`config.mk`:
```
export PLATFORM = sky130hd
export DESIGN_NAME = preemptive_priority_scheduler
export DESIGN_NICKNAME = d
export VERILOG_FILES = /design/src/hdl/pps_pkg.sv /design/src/hdl/pps_ctrl.sv /design/src/hdl/pps_datapath.sv /design/src/hdl/preemptive_priority_scheduler.sv
export SDC_FILE = /design/constraint.sdc
export NUM_CORES = 1
export LEC_CHECK = 0
export BUFFER_PORTS_ARGS = -buffer_cell sky130_fd_sc_hd__buf_2
export CAP_MARGIN = 30
export CORE_ASPECT_RATIO = 0.9
export CORE_UTILIZATION = 45
export DETAILED_ROUTE_END_ITERATION = 12
export SYNTH_ARGS = -nofsm -noshare
export SYNTH_HDL_FRONTEND = slang
export SYNTH_SLANG_ARGS = --single-unit
```
`constraint.sdc`:
```
create_clock -name clk -period 14.9 [get_ports clk]
set_input_delay 1.49 -clock clk [delete_from_list [all_inputs] [get_ports clk]]
set_output_delay 1.49 -clock clk [all_outputs]
set_load 0.02 [all_outputs]
```
`src/hdl/pps_pkg.sv`:
```
package pps_pkg;

  // Fixed widths of the request and result fields.
  localparam int OP_W      = 2;
  localparam int SLOT_IN_W = 3;
  localparam int IN_TIME_W = 16;
  localparam int PRIO_W    = 8;

  // Operation codes.
  localparam logic [OP_W-1:0] OP_LOAD  = 2'd0;
  localparam logic [OP_W-1:0] OP_TICK  = 2'd1;
  localparam logic [OP_W-1:0] OP_CLEAR = 2'd2;

  // Commands from the controller to the datapath.
  typedef struct packed {
    logic capture;
    logic load;
    logic clear;
    logic scan;
    logic fetch;
    logic run;
    logic finish;
  } ctl_cmd_t;

  // Status from the datapath to the controller.
  typedef struct packed {
    logic scan_last;
  } ctl_status_t;

endpackage

```
`src/hdl/pps_ctrl.sv`:
```
module pps_ctrl (
  input  logic                         clk,
  input  logic                         rst,
  input  logic                         start,
  input  logic [pps_pkg::OP_W-1:0]     operation,
  input  pps_pkg::ctl_status_t         status,
  output pps_pkg::ctl_cmd_t            cmd,
  output logic                         busy,
  output logic                         done
);

  typedef enum logic [8:0] {
    S_IDLE   = 9'b000000001,
    S_LOAD   = 9'b000000010,
    S_CLEAR  = 9'b000000100,
    S_SCAN   = 9'b000001000,
    S_SETTLE = 9'b000010000,
    S_FETCH  = 9'b000100000,
    S_RUN    = 9'b001000000,
    S_FINISH = 9'b010000000,
    S_REPORT = 9'b100000000
  } state_t;

  state_t state;
  state_t state_next;

  always_ff @(posedge clk) begin
    if (rst) begin
      state <= S_IDLE;
    end else begin
      state <= state_next;
    end
  end

  always_comb begin
    state_next = state;
    unique case (state)
      S_IDLE: begin
        if (start) begin
          if (operation == pps_pkg::OP_LOAD) begin
            state_next = S_LOAD;
          end else if (operation == pps_pkg::OP_TICK) begin
            state_next = S_SCAN;
          end else if (operation == pps_pkg::OP_CLEAR) begin
            state_next = S_CLEAR;
          end else begin
            state_next = S_REPORT;
          end
        end
      end
      S_LOAD:   state_next = S_REPORT;
      S_CLEAR:  state_next = S_REPORT;
      S_SCAN: begin
        if (status.scan_last) begin
          state_next = S_SETTLE;
        end
      end
      S_SETTLE: state_next = S_FETCH;
      S_FETCH:  state_next = S_RUN;
      S_RUN:    state_next = S_FINISH;
      S_FINISH: state_next = S_REPORT;
      S_REPORT: state_next = S_IDLE;
      default:  state_next = S_IDLE;
    endcase
  end

  always_comb begin
    cmd.capture = (state == S_IDLE) && start;
    cmd.load    = (state == S_LOAD);
    cmd.clear   = (state == S_CLEAR);
    cmd.scan    = (state == S_SCAN);
    cmd.fetch   = (state == S_FETCH);
    cmd.run     = (state == S_RUN);
    cmd.finish  = (state == S_FINISH);
  end

  assign busy = (state != S_IDLE);
  assign done = (state == S_REPORT);

endmodule

```
`src/hdl/pps_datapath.sv`:
```
module pps_datapath #(
  parameter int SLOTS     = 8,
  parameter int TIME_BITS = 16
) (
  input  logic                              clk,
  input  logic                              rst,
  input  pps_pkg::ctl_cmd_t                 cmd,
  output pps_pkg::ctl_status_t              status,
  input  logic [pps_pkg::SLOT_IN_W-1:0]     slot,
  input  logic [pps_pkg::IN_TIME_W-1:0]     arrival,
  input  logic [pps_pkg::IN_TIME_W-1:0]     burst,
  input  logic [pps_pkg::PRIO_W-1:0]        priority_req,
  output logic                              ran,
  output logic [pps_pkg::SLOT_IN_W-1:0]     ran_slot,
  output logic                              completed,
  output logic [TIME_BITS-1:0]              completion_time,
  output logic [TIME_BITS-1:0]              turnaround,
  output logic [TIME_BITS-1:0]              waiting,
  output logic                              all_done,
  output logic [TIME_BITS-1:0]              time_now
);

  localparam int SLOT_W = (SLOTS > 1) ? $clog2(SLOTS) : 1;
  localparam int SIW    = pps_pkg::SLOT_IN_W;
  localparam int PW     = pps_pkg::PRIO_W;
  localparam logic [SLOT_W-1:0]    LAST_IDX = SLOT_W'(SLOTS - 1);
  localparam logic [TIME_BITS-1:0] TIME_MAX = {TIME_BITS{1'b1}};

  // Captured request.
  logic [SIW-1:0]       slot_q;
  logic [TIME_BITS-1:0] arr_q;
  logic [TIME_BITS-1:0] burst_q;
  logic [PW-1:0]        prio_q;

  // Task table.
  logic [TIME_BITS-1:0] arr_mem   [SLOTS];
  logic [TIME_BITS-1:0] burst_mem [SLOTS];
  logic [TIME_BITS-1:0] rem_mem   [SLOTS];
  logic [PW-1:0]        prio_mem  [SLOTS];
  logic [SLOTS-1:0]     loaded;
  logic [SLOTS-1:0]     finished;
  logic [TIME_BITS-1:0] time_cnt;

  // Read port and scan bookkeeping.
  logic [SLOT_W-1:0]    rd_addr;
  logic [TIME_BITS-1:0] arr_rd;
  logic [TIME_BITS-1:0] burst_rd;
  logic [TIME_BITS-1:0] rem_rd;
  logic [PW-1:0]        prio_rd;
  logic [SLOT_W-1:0]    scan_idx;
  logic [SLOT_W-1:0]    idx_q;
  logic                 rd_valid;

  // Best candidate so far.
  logic                 found;
  logic [SLOT_W-1:0]    best_slot;
  logic [PW-1:0]        best_prio;
  logic [TIME_BITS-1:0] best_arr;

  // Result registers.
  logic                 ran_r;
  logic                 completed_r;
  logic [TIME_BITS-1:0] ctime_r;
  logic [TIME_BITS-1:0] tat_r;
  logic [TIME_BITS-1:0] burst_r;
  logic [TIME_BITS-1:0] wait_r;

  logic                 slot_ok;
  logic [SLOT_W-1:0]    wr_idx;
  logic                 eligible;
  logic                 better;

  assign slot_ok = (32'(slot_q) < 32'(SLOTS));
  assign wr_idx  = SLOT_W'(slot_q);
  assign rd_addr = cmd.fetch ? best_slot : scan_idx;
  assign status.scan_last = (scan_idx == LAST_IDX);

  always_ff @(posedge clk) begin
    if (cmd.capture) begin
      slot_q  <= slot;
      arr_q   <= TIME_BITS'(arrival);
      burst_q <= TIME_BITS'(burst);
      prio_q  <= priority_req;
    end
  end

  // Table memories: one write port shared by loads and the run step, one
  // registered read port shared by the scan and the fetch of the winner.
  always_ff @(posedge clk) begin
    if (cmd.load && slot_ok) begin
      arr_mem[wr_idx]   <= arr_q;
      burst_mem[wr_idx] <= burst_q;
      prio_mem[wr_idx]  <= prio_q;
    end
    if (cmd.load && slot_ok) begin
      rem_mem[wr_idx] <= burst_q;
    end else if (cmd.run && found) begin
      rem_mem[best_slot] <= rem_rd - 1'b1;
    end
    arr_rd   <= arr_mem[rd_addr];
    burst_rd <= burst_mem[rd_addr];
    rem_rd   <= rem_mem[rd_addr];
    prio_rd  <= prio_mem[rd_addr];
  end

  always_ff @(posedge clk) begin
    if (rst) begin
      loaded   <= '0;
      finished <= '0;
    end else if (cmd.clear) begin
      loaded   <= '0;
      finished <= '0;
    end else if (cmd.load && slot_ok) begin
      loaded[wr_idx]   <= 1'b1;
      finished[wr_idx] <= (burst_q == '0);
    end else if (cmd.run && found && (rem_rd == TIME_BITS'(1))) begin
      finished[best_slot] <= 1'b1;
    end
  end

  always_ff @(posedge clk) begin
    if (rst) begin
      time_cnt <= '0;
    end else if (cmd.clear) begin
      time_cnt <= '0;
    end else if (cmd.fetch && (time_cnt != TIME_MAX)) begin
      time_cnt <= time_cnt + 1'b1;
    end
  end

  // Scan: one slot address issued per cycle, evaluated in the cycle after it is issued.
  always_ff @(posedge clk) begin
    if (rst) begin
      scan_idx <= '0;
      rd_valid <= 1'b0;
    end else begin
      rd_valid <= cmd.scan;
      if (cmd.capture) begin
        scan_idx <= '0;
      end else if (cmd.scan && !status.scan_last) begin
        scan_idx <= scan_idx + 1'b1;
      end
    end
  end

  always_ff @(posedge clk) begin
    idx_q <= scan_idx;
  end

  assign eligible = rd_valid && loaded[idx_q] && !finished[idx_q] && (arr_rd <= time_cnt);
  assign better   = !found || (prio_rd > best_prio) ||
                    ((prio_rd == best_prio) && (arr_rd < best_arr));

  always_ff @(posedge clk) begin
    if (rst) begin
      found <= 1'b0;
    end else if (cmd.capture) begin
      found <= 1'b0;
    end else if (eligible && better) begin
      found <= 1'b1;
    end
  end

  always_ff @(posedge clk) begin
    if (cmd.capture) begin
      best_slot <= '0;
    end else if (eligible && better) begin
      best_slot <= idx_q;
      best_prio <= prio_rd;
      best_arr  <= arr_rd;
    end
  end

  // Run step and completion statistics. Time has already advanced when the
  // run step executes, so the counter holds the completion time.
  always_ff @(posedge clk) begin
    if (rst) begin
      ran_r       <= 1'b0;
      completed_r <= 1'b0;
    end else if (cmd.capture) begin
      ran_r       <= 1'b0;
      completed_r <= 1'b0;
    end else if (cmd.run && found) begin
      ran_r       <= 1'b1;
      completed_r <= (rem_rd == TIME_BITS'(1));
    end
  end

  always_ff @(posedge clk) begin
    if (cmd.capture) begin
      ctime_r <= '0;
      tat_r   <= '0;
      wait_r  <= '0;
    end else if (cmd.run && found && (rem_rd == TIME_BITS'(1))) begin
      ctime_r <= time_cnt;
      tat_r   <= time_cnt - arr_rd;
      burst_r <= burst_rd;
    end else if (cmd.finish && completed_r) begin
      wait_r <= (tat_r >= burst_r) ? (tat_r - burst_r) : '0;
    end
  end

  assign ran             = ran_r;
  assign ran_slot        = ran_r ? SIW'(best_slot) : '0;
  assign completed       = completed_r;
  assign completion_time = ctime_r;
  assign turnaround      = tat_r;
  assign waiting         = wait_r;
  assign all_done        = (|loaded) && !(|(loaded & ~finished));
  assign time_now        = time_cnt;

endmodule

```
`src/hdl/preemptive_priority_scheduler.sv`:
```
// Preemptive priority scheduler over a table of SLOTS task slots.
// A request is issued by raising start with operation and its payload while
// busy is low; it is taken at that clock edge. Load writes one slot with an
// arrival time, a burst length and a priority. Tick picks the arrived,
// unfinished task of highest priority (ties to the earlier arrival, then to
// the lower slot), runs it for one tick and advances time, which saturates.
// Clear empties the table and sets time back to zero.
// Every request yields exactly one result, shown for a single cycle with
// done high. The receiver cannot hold a result off; it must take it then.
// A tick runs the selection scan, which reads one slot per cycle through the
// registered read port of the task table and compares it against the best
// candidate so far. busy stays high until the done cycle has passed, so one
// request is in flight at a time.
// A synchronous reset empties the table, zeroes time and returns the block
// to idle. Table contents are left as they are; only loaded slots take part.
module preemptive_priority_scheduler #(
  parameter int SLOTS     = 8,
  parameter int TIME_BITS = 16
) (
  input  logic                              clk,
  input  logic                              rst,
  input  logic                              start,
  output logic                              busy,
  input  logic [pps_pkg::OP_W-1:0]          operation,
  input  logic [pps_pkg::SLOT_IN_W-1:0]     slot,
  input  logic [pps_pkg::IN_TIME_W-1:0]     arrival,
  input  logic [pps_pkg::IN_TIME_W-1:0]     burst,
  input  logic [pps_pkg::PRIO_W-1:0]        priority_req,
  output logic                              done,
  output logic                              ran,
  output logic [pps_pkg::SLOT_IN_W-1:0]     ran_slot,
  output logic                              completed,
  output logic [TIME_BITS-1:0]              completion_time,
  output logic [TIME_BITS-1:0]              turnaround,
  output logic [TIME_BITS-1:0]              waiting,
  output logic                              all_done,
  output logic [TIME_BITS-1:0]              time_now
);

  // Commands and status between the controller and the datapath.
  pps_pkg::ctl_cmd_t    cmd;
  pps_pkg::ctl_status_t status;

  // The controller sequences each request: load and clear take a single
  // working state, a tick walks scan, settle, fetch, run and finish.
  pps_ctrl u_ctrl (
    .clk       (clk),
    .rst       (rst),
    .start     (start),
    .operation (operation),
    .status    (status),
    .cmd       (cmd),
    .busy      (busy),
    .done      (done)
  );

  // The datapath holds the task table, the time counter, the best-candidate
  // registers of the scan and the result registers.
  pps_datapath #(
    .SLOTS     (SLOTS),
    .TIME_BITS (TIME_BITS)
  ) u_datapath (
    .clk             (clk),
    .rst             (rst),
    .cmd             (cmd),
    .status          (status),
    .slot            (slot),
    .arrival         (arrival),
    .burst           (burst),
    .priority_req    (priority_req),
    .ran             (ran),
    .ran_slot        (ran_slot),
    .completed       (completed),
    .completion_time (completion_time),
    .turnaround      (turnaround),
    .waiting         (waiting),
    .all_done        (all_done),
    .time_now        (time_now)
  );

endmodule

```
==> impl_metrics.tcl, run 1 <==
set metrics [dict create \
    status "complete, no violations" \
    synthArstFlopShare_pct 0 \
    path_buf_inv 2 \
    synth_edf_count 531 \
    grt_overflow 0 \
    setup_tns_ns 0 \
    drive_above_1_share_pct 12.18 \
    core_um2 60200 \
    grt_max_degree 169 \
    fin_crit_sh_pct 24.96 \
    finalMaxSlewViolations 0 \
    ctsResizeCount 0 \
    grt_pass1_vias 16760 \
    fmax_mhz 268.9 \
    netlist_area_um2 27600 \
    syn_to_final_growth_pct 14.41 \
    rows 85 \
    insertion_delay_ns 0.62 \
    critPathCaptureType "primary output" \
    ys_ff_latch 689 \
    switching_share_pct 20.34 \
    wl_um 65160 \
    synth-main-ff-cell "edfxtp_1" \
    ir_worst_vdd_uv 87.18 \
    synth.distinct_cells 71 \
    pwr-share-comb_pct 2.0 \
    reg2reg_depth 11 \
    p_leak_uw 0.01142 \
    max-cap-violations 0 \
    grt_pass1_wl_um 100000 \
    drc 0 \
    yosys_warnings 0 \
    clk_path_buf_depth 3 \
    power_uw 4080 \
    fin_skew_ns 0.03500 \
    worst_pin_slew_ns 1.007 \
    crit_type "register to primary output" \
    tritoncts "yes" \
    p_per_area_nw_per_um2 129.2 \
    reg2reg_to "u_datapath.rem_rd[0]" \
    worstPathArrival_ns 2.23 \
    crit_chain "or3_4 -> nor2_1 -> and4b_1 -> inv_1 -> buf_2" \
    hold_path.class "register to register" \
    syn_nets 2291 \
    hp-start "u_datapath.burst_rd[15]" \
    antenna_found_initial 1 \
    intPower_uw 3250 \
    hold_viol_final 0 \
    hold_path_end "u_datapath.burst_r[15]" \
    io_buffer_count 119 \
    syn_avg_cell_area_um2 12.65 \
    rsz0062_at_grt "false" \
    switchingPower_uw 829.9 \
    initial_utilization_pct 45.85 \
    ios 120 \
    firstDrtPassIters 5 \
    synth.yosys.seq_area_share_pct 69.24 \
    pwr-share-seq_pct 53.0 \
    grt_use_total_pct 21.06 \
    ant_nets 0 \
    die_height_um 236.9 \
    path_max_fanout 6 \
    vias 17290 \
    reg2reg_slack_ns 11.24 \
    cts.root.buffer_cell "clkbuf_16" \
    nets 2417 \
    hold_buffers 0 \
    path_clk_slew_ns 0.06 \
    die_area_um2 62320 \
    clkPwrFrac_pct 45.0 \
    wl_per_cell_um 20.70 \
    htreeDepth 3 \
    period_needed_ns 3.719 \
    die_w_um 263.0 \
    drtIter0Drc 1431 \
    slew_headroom_pct 32.88 \
    crit_slowest_cell "or3_4" \
    slowest_delay_ns 0.42 \
    start_kind "register" \
    hpwl_um 37530 \
    num_antenna_cells 0 \
    r2r_start "u_ctrl.state[0]" \
    hold_depth 0 \
    routabilityCongestion 0.8741 \
    clock_sinks 689 \
    cts_made_buffers 73 \
    cp.required_ns 13.41 \
    path_delay_family "simple AND/OR/NAND/NOR gates" \
    setup_violations 0 \
    synthCells 2181 \
    post_cts_buffers 0 \
    viasPerCell 5.493 \
]
==> power by group through the flow <==
stage | Combinational (µW) | Clock [µW] | Sequential (µW)
2_1_floorplan | 50.8 | 0 | 2180
3_3_place_gp | 82.5 | 0 | 2200
3_5_place_dp | 85.5 | 0 | 2200
4_1_cts | 85.8 | 1870 | 2160
5_1_grt | 93.4 | 1940 | 2170
6_report | 83.6 | 1830 | 2160
==> layout make-up <==
| cell class | count | area (µm²) |
|---|---|---|
| fill | 5105 | 28620 |
| timing repair buffer | 148 | 925.9 |
| multi-input combinational | 1321 | 7841 |
| sequential | 689 | 19110 |
| inverter | 74 | 279.0 |
| clock inverter | 26 | 320.3 |
| clock buffer | 107 | 2120 |
| tap | 783 | 979.7 |
==> cell families (layout without fill, tap and decap cells) <==
kind of cell / count (synthesis) / count (layout) / synth area share [%]
flip-flops: 689 / 689 / 69.24
XOR/XNOR: 52 / 52 / 1.650
AND/OR/NAND/NOR: 876 / 876 / 14.48
multiplexers: 70 / 70 / 2.589
AO/OA/AOI/OAI: 261 / 261 / 6.338
buffers and inverters: 171 / 355 / 2.843
adder cells (fa/ha/maj): 62 / 62 / 2.865
==> synth_stat cells (3+ instances only) <==
cell | n | share of area [%]
buf_2 | 36 | 0.65
a31o_2 | 4 | 0.13
a31oi_1 | 7 | 0.16
a21o_1 | 9 | 0.24
buf_6 | 3 | 0.12
o41ai_1 | 3 | 0.095
and3_1 | 59 | 1.3
o21ai_0 | 55 | 1.0
o21a_1 | 3 | 0.082
edfxtp_1 | 531 | 58
clkbuf_1 | 37 | 0.50
o211ai_1 | 3 | 0.082
nor4_1 | 10 | 0.23
xor2_1 | 21 | 0.67
nor3_1 | 25 | 0.45
inv_1 | 74 | 1.0
nand4_1 | 12 | 0.27
dfxtp_1 | 158 | 11
a21oi_1 | 78 | 1.4
nand3_1 | 149 | 2.7
xnor2_1 | 31 | 0.98
a22o_1 | 5 | 0.16
nand3b_1 | 5 | 0.14
a22oi_1 | 8 | 0.22
nand2b_1 | 12 | 0.27
o31ai_2 | 3 | 0.14
nor2b_1 | 16 | 0.36
buf_4 | 20 | 0.54
mux2i_1 | 68 | 2.5
a32oi_1 | 58 | 1.8
ha_1 | 60 | 2.7
or3_1 | 5 | 0.11
nor2_1 | 94 | 1.3
nand2_1 | 454 | 6.2
and2_1 | 5 | 0.11
and4_1 | 12 | 0.38
==> stage by stage <==
stage / hold slack, ns / setup slack, ns / util [%] / cell area [µm²] / std cells
after floorplan: 0.3855 / 9.813 / - / 27600 / 2181
after global placement: 0.3927 / 10.38 / 48.15 / 28980 / 3008
after detailed placement: 0.3926 / 10.94 / 48.28 / 29060 / 3012
after CTS: 0.4140 / 10.91 / 52.34 / 31500 / 3145
after global routing: 0.4207 / 11.00 / 52.45 / 31570 / 3148
final: 0.4088 / 11.18 / 52.45 / 31570 / 3148
==> cell usage in the layout, fill, tap and decap left out, types with 6 or more instances in the layout <==
| master | netlist | final |
|---|---|---|
| a21o_1 | 9 | 8 |
| a21oi_1 | 78 | 78 |
| a22oi_1 | 8 | 8 |
| a31oi_1 | 7 | 7 |
| a32oi_1 | 58 | 58 |
| and3_1 | 59 | 59 |
| and4_1 | 12 | 12 |
| buf_2 | 36 | 119 |
| buf_4 | 20 | 22 |
| bufinv_16 | 0 | 7 |
| clkbuf_1 | 37 | 22 |
| clkbuf_16 | 0 | 77 |
| clkbuf_8 | 0 | 8 |
| clkinv_1 | 0 | 8 |
| clkinv_2 | 0 | 9 |
| dfxtp_1 | 158 | 158 |
| edfxtp_1 | 531 | 531 |
| ha_1 | 60 | 60 |
| inv_1 | 74 | 73 |
| mux2i_1 | 68 | 68 |
| nand2_1 | 454 | 454 |
| nand2b_1 | 12 | 12 |
| nand3_1 | 149 | 149 |
| nand4_1 | 12 | 12 |
| nor2_1 | 94 | 88 |
| nor2_4 | 0 | 6 |
| nor2b_1 | 16 | 16 |
| nor3_1 | 25 | 22 |
| nor4_1 | 10 | 10 |
| o21ai_0 | 55 | 55 |
| xnor2_1 | 31 | 31 |
| xor2_1 | 21 | 21 |
==> worst register-to-register path, stage by stage, from the launching register on <==
cell and delay (ns):
dfxtp_1 0.38, nor4_4 0.41, nand4_2 0.13, buf_4 0.24, nor2_1 0.28, a21o_4 0.53
buf_4 0.43, buf_4 0.26, buf_16 0.31, mux2i_1 0.30, a32oi_1 0.07, and3_1 0.20
==> registers in the layout (all words and copies together), names as in the netlist, 8 cells and up <==
name and count:
u_datapath.arr_q 16, u_datapath.burst_rd 16, u_datapath.waiting 16, u_datapath.finished 8, u_ctrl.state 9, u_datapath.rem_mem 128, u_datapath.prio_rd 8, u_datapath.turnaround 16
u_datapath.time_now 16, u_datapath.prio_mem 64, u_datapath.loaded 8, u_datapath.prio_q 8, u_datapath.arr_mem 128, u_datapath.burst_q 16, u_datapath.best_prio 8, u_datapath.arr_rd 16
u_datapath.burst_r 16, u_datapath.rem_rd 16, u_datapath.best_arr 16, u_datapath.burst_mem 128, u_datapath.completion_time 16
==> layer usage <==
metal | track usage, % | share of wire, %
met1 | 30.66 | 47
met2 | 31.67 | 44
met3 | 3.692 | 6.3
met4 | 7.620 | 3.2
met5 | 0 | 0
==> worst max path at each step <==
| stage | end | start | slack, ns | depth (start not counted) |
|---|---|---|---|---|
| floorplan | u_datapath.rem_mem[0][0] | u_ctrl.state[5] | 9.81 | 5 |
| global placement | u_datapath.rem_rd[12] | u_ctrl.state[0] | 10.38 | 10 |
| detailed placement | u_datapath.rem_rd[14] | u_ctrl.state[0] | 10.94 | 10 |
| CTS | u_datapath.rem_rd[14] | u_ctrl.state[0] | 10.91 | 10 |
| global route | u_datapath.rem_rd[0] | u_ctrl.state[0] | 11.00 | 11 |
| finish | busy | u_ctrl.state[5] | 11.18 | 5 |
(Power assumes the default switching activity.)
==> inputs of run 2 (changes only) <==
ABC_AREA = 1   (was not set)
clock period = 3.45 ns   (was 14.9 ns; I/O delays follow)
==> impl_metrics.tcl, run 2 <==
set metrics [dict create \
    status "complete, no violations" \
    firstDrtPassIters 5 \
    synth.yosys.seq_area_share_pct 64.52 \
    hp-start "operation[0]" \
    critPathLaunch "u_datapath.time_now[0]" \
    synth_top_family_by_area "simple AND/OR/NAND/NOR gates" \
    synthCells 2933 \
    vias 21100 \
    slew_headroom_pct 28.86 \
    intPower_uw 13710 \
    hold_buffers 46 \
    grt_pass1_vias 20110 \
    cts.root.buffer_cell "clkbuf_16" \
    setup_tns_ns 0 \
    initial_utilization_pct 45.82 \
    period_needed_ns 3.019 \
    htreeDepth 3 \
    synth-main-ff-cell "edfxtp_1" \
    dp_slack_ns 0.4089 \
    pwr-share-comb_pct 3.2 \
    die_height_um 245.4 \
    rsz0062_at_grt "false" \
    yosysTopAreaCellShare_pct 53.84 \
    stdcell_count 4019 \
    cts_made_buffers 74 \
    ir_worst_vdd_uv 340.4 \
    syn_to_final_growth_pct 15.42 \
    clock_sinks 689 \
    fin_crit_sh_pct 87.51 \
    setup_violations 0 \
    die_area_um2 66840 \
    p_per_area_nw_per_um2 511.7 \
    rows 88 \
    yosys_warnings 0 \
    synthTopCellsByArea "edfxtp_1, nand2_1, dfxtp_1" \
    synth_common_cells "nand2_1, edfxtp_1, inv_1" \
    reg2reg_depth 15 \
    reg2reg_to "u_datapath.best_prio[2]" \
    cp.required_ns 3.73 \
    r2r_start "u_datapath.time_now[0]" \
    hold_path.class "primary input to register" \
    critPathCaptureType "register" \
    grt_overflow 0 \
    drc 0 \
    insertion_delay_ns 0.63 \
    max-cap-violations 0 \
    path_clk_slew_ns 0.06 \
    routabilityCongestion 0.8826 \
    clkPwrFrac_pct 43.4 \
    viasPerCell 5.251 \
    wl_per_cell_um 18.86 \
    finalWorstSetupSlack_ns 0.4310 \
    switchingPower_uw 3784 \
    antenna_found_initial 3 \
    hold_viol_final 0 \
    yosys.area.top_type "edfxtp_1" \
    hold_path_end "u_ctrl.state[3]" \
    reg_top3 "u_datapath.arr_mem (128), u_datapath.burst_mem (128), u_datapath.rem_mem (128)" \
    yosys.area_share.simple_pct 18.24 \
    final_cell_mix "nand2_1, edfxtp_1, inv_1, nand3_1, a21oi_1" \
    synthArstFlopShare_pct 0 \
    drive_above_1_share_pct 9.735 \
    nets 3217 \
    grt_max_degree 169 \
    p_leak_uw 0.01387 \
    synthAdderAreaFrac_pct 2.670 \
    synth_most_common_cell "nand2_1" \
    hold_depth 3 \
    fin_skew_ns 0.03014 \
    dpl.cell_count 3840 \
    pwr-share-seq_pct 53.5 \
    die_w_um 272.4 \
    worst_pin_slew_ns 1.067 \
    syn_nets 3043 \
    path_max_fanout 24 \
    num_antenna_cells 0 \
    grt_use_total_pct 22.79 \
    post_cts_buffers 0 \
    finalMaxSlewViolations 0 \
    crit_type "register to register" \
    reg2reg_slack_ns 0.43 \
    core_um2 64630 \
    final_common_cell "nand2_1" \
    synth_compound_area_share_pct 8.019 \
    hpwl_um 46300 \
    fmax_mhz 331.2 \
    synth_edf_count 531 \
    grt_pass1_wl_um 116700 \
    ios 120 \
    switching_share_pct 21.64 \
    synth.distinct_cells 46 \
    wl_um 75810 \
    worstPathArrival_ns 3.30 \
    tritoncts "yes" \
    synth_xor_area_share_pct 0.9463 \
    clk_path_buf_depth 3 \
    io_buffer_count 119 \
    drtIter0Drc 1695 \
    syn_avg_cell_area_um2 10.10 \
    ys_ff_latch 689 \
    netlist_area_um2 29620 \
    synth_mux_area_share_pct 0 \
    start_kind "register" \
    ctsResizeCount 0 \
    ant_nets 0 \
]
[run 2: changes by cell type in the layout (fill, tap and decap cells not counted), sizes merged, moves of 26 or more]
cell | previous run | this run
a21oi | 79 | 161
a32oi | 58 | 0
and3 | 59 | 1
buf | 148 | 174
dlygate4sd3 | 0 | 46
inv | 73 | 283
mux2i | 68 | 0
nand2 | 454 | 931
nand3 | 149 | 187
o211ai | 3 | 59
o21ai | 56 | 174
[run 2: final cells by class]
class | instances | area (µm²)
Inverter | 284 | 1069
Fill cell | 5675 | 30450
Multi-Input combinational cell | 1838 | 8960
Sequential cell | 689 | 19110
Timing Repair Buffer | 220 | 1669
Clock inverter | 34 | 309.0
Clock buffer | 99 | 1997
Tap cell | 855 | 1070
[run 2: worst max-delay path, stage by stage (launching register included)]
cell and delay (ns):
dfxtp_1 0.38, inv_1 0.11, ha_1 0.24, fa_1 0.40, inv_1 0.08, nand2_1 0.05, nand2_1 0.07, nand3_1 0.09
nand2_1 0.13, nand2_1 0.06, nand2_1 0.05, nor2_1 0.04, nor2_1 0.36, nand2_1 0.16, nor2_2 0.10, buf_4 0.34
[run 2: per-stage QoR]
step | hold slack [ns] | cell area, µm² | total power (µW) | util, %
after detailed placement | 0.3892 | 31420 | 10040 | 48.61
final | 0.03860 | 34180 | 17490 | 52.89
after global routing | 0.02413 | 34180 | 18050 | 52.89
after global placement | 0.3843 | 31420 | 10010 | 48.61
after CTS | 0.006109 | 34180 | 17660 | 52.89
after floorplan | 0.3674 | 29640 | 9729 | -
[run 2: layer usage]
metal  global-route usage, %  up-vias  share of wire [%]
met2                   35.77      640                 45
met5                       0        -                  0
li1                        -    10260                  -
met1                   32.94    10080                 47
met4                   6.114        0                2.1
met3                   3.466      115                5.7
[run 2: worst max-delay path by stage]
stage	to	slack, ns	cells past startpoint
3_5_place_dp	u_datapath.best_prio[0]	0.41	15
2_1_floorplan	u_datapath.arr_mem[1][0]	-0.28	5
6_report	u_datapath.best_prio[2]	0.43	15
3_3_place_gp	u_datapath.best_prio[1]	0.46	15
5_1_grt	u_datapath.best_prio[3]	0.09	15
4_1_cts	u_datapath.best_prio[2]	0.41	15
[run 2: power groups by stage]
stage	Combinational, µW	Sequential [µW]	Clock, µW
floorplan	304	9430	0
global placement	500	9510	0
detailed placement	513	9530	0
CTS	554	9350	7760
global route	609	9370	8070
finish	552	9350	7590
[run 2: logic make-up after synthesis]
family | count (synthesis)
buffers and inverters | 406
AOI/OAI and AO/OA | 427
xor gates and xnor gates | 32
adders and majority gates | 62
and+or+nand+nor | 1317
DFF | 689
==> inputs of run 3 (changes only) <==
ABC_AREA = not set   (was 1)
CORE_MARGIN = 2   (was not set)
==> impl_metrics.tcl, run 3 (same netlist as run 1, synthesis figures left out) <==
set metrics [dict create \
    status "complete, no violations" \
    cts_made_buffers 72 \
    rsz0062_at_grt "false" \
    p_leak_uw 0.01168 \
    insertion_delay_ns 0.62 \
    regArea_um2 19110 \
    drtIter0Drc 1690 \
    io_buffer_count 119 \
    nets 2482 \
    drc 0 \
    clock_sinks 689 \
    hold_buffers 45 \
    max-cap-violations 0 \
    worstPathArrival_ns 3.38 \
    hold_viol_final 0 \
    dp_slack_ns 0.3954 \
    period_needed_ns 3.094 \
    start_kind "register" \
    critPathCaptureType "register" \
    ant_nets 0 \
    grt_pass1_wl_um 102600 \
    grt_use_total_pct 21.40 \
    tritoncts "yes" \
    wl_per_cell_um 21.06 \
    grt_max_degree 78 \
    met2_length_um 31160 \
    p_per_area_nw_per_um2 538.4 \
    met1Wirelength_um 31040 \
    fill_cells 5090 \
    syn_to_final_growth_pct 16.57 \
    hpwl_um 40870 \
    fin_skew_ns 0.02147 \
    r2r_start "u_datapath.time_now[0]" \
    reg2reg_to "u_datapath.best_arr[13]" \
    ctsResizeCount 0 \
    final_common_cell "edfxtp_1" \
    grt_pass1_vias 16930 \
    htreeDepth 3 \
    grt_overflow 0 \
    finalMaxSlewViolations 0 \
    hp-start "operation[1]" \
    utilization_pct 52.82 \
    worst_pin_slew_ns 0.8868 \
    dr.max_layer_used "met5" \
    path_clk_slew_ns 0.06 \
    ir_worst_vdd_uv 380.8 \
    viasPerCell 5.485 \
    hold_path_end "u_ctrl.state[8]" \
    fmax_mhz 323.2 \
    crit_type "register to register" \
    die_area_um2 63330 \
    routabilityCongestion 0.9238 \
    design_area_um2 32170 \
    initial_utilization_pct 45.31 \
    firstDrtPassIters 6 \
    cp.required_ns 3.74 \
    die_w_um 265.0 \
    final_cell_mix "edfxtp_1, nand2_1, dfxtp_1, nand3_1, buf_2" \
    hold_depth 3 \
    drive_above_1_share_pct 12.80 \
    place_area_um2 29420 \
    path_max_fanout 24 \
    cts.root.buffer_cell "clkbuf_16" \
    clk_path_buf_depth 3 \
    hold_path.class "primary input to register" \
    reg2reg_slack_ns 0.36 \
    die_height_um 238.9 \
    fin_crit_sh_pct 89.69 \
    post_cts_buffers 0 \
    multi_input_area_um2 7854 \
    vias 17680 \
    wl_um 67880 \
    reg_top3 "u_datapath.arr_mem (128), u_datapath.burst_mem (128), u_datapath.rem_mem (128)" \
    core_um2 60900 \
    slew_headroom_pct 40.25 \
    ios 120 \
    finalWorstSetupSlack_ns 0.3557 \
    setup_violations 0 \
    wl_met3_um 4216 \
    reg2reg_depth 10 \
    rows 86 \
    antenna_found_initial 5 \
]
-- run 3: cell count changes in the layout (fill, tap and decap cells not counted), sizes merged, moves of 68 or more --
cell / change
nand2: -477
inv: -206
o21ai: -118
a21oi: -82
mux2i: +68
-- run 3: worst max-delay path, stage by stage (launching register included) --
cell	delay [ns]
dfxtp_1	0.46
inv_1	0.08
ha_1	0.23
fa_1	0.39
nand2b_1	0.20
a21oi_1	0.18
o21ai_0	0.15
o211ai_1	0.22
o211ai_1	0.30
nor3_4	0.21
buf_4	0.32
-- run 3: area by class of cell --
| cell class | count | share of cell area [%] |
|---|---|---|
| diodes | 1 | 0.007778 |
| clock buffers | 101 | 6.289 |
| clock inverters | 31 | 0.8673 |
| inverters | 74 | 0.8673 |
| multi-input cells | 1321 | 24.41 |
| flip-flops and latches | 689 | 59.40 |
| well taps | 792 | 3.080 |
| repair buffers | 214 | 5.079 |
-- run 3: routing by layer --
layer  track usage [%]  vias up
li1                  -     8322
met1             30.83     8673
met2             33.79      574
met3             3.564      107
met4             5.667        2
met5                 0        -
-- run 3: worst max path at each step --
stage	from	to	slack (ns)	cells after the start
6_report	u_datapath.time_now[0]	u_datapath.best_arr[13]	0.36	10
5_1_grt	u_datapath.time_now[0]	u_datapath.best_prio[0]	0.18	10
4_1_cts	u_datapath.time_now[0]	u_datapath.best_prio[7]	0.37	10
3_5_place_dp	u_datapath.time_now[0]	u_datapath.best_arr[4]	0.40	10
3_3_place_gp	u_datapath.time_now[0]	u_datapath.best_arr[6]	0.47	10
2_1_floorplan	u_ctrl.state[5]	u_datapath.rem_mem[7][0]	-0.42	5
-- run 3: power by group --
| part | leakage (µW) | switching [µW] | internal [µW] |
|---|---|---|---|
| Sequential | 0.00609 | 193 | 9160 |
| Clock | 0.00113 | 3180 | 4350 |
| Combinational | 0.00447 | 290 | 142 |
-- run 3: per-stage QoR --
step	setup TNS, ns	hold slack (ns)	power [µW]	cells
floorplan	-32.17	0.3855	9649	2181
global placement	0	0.3967	9899	3044
detailed placement	0	0.3994	9919	3045
CTS	0	0.01347	17470	3222
global route	0	0.03490	17840	3222
finish	0	0.04724	17320	3223
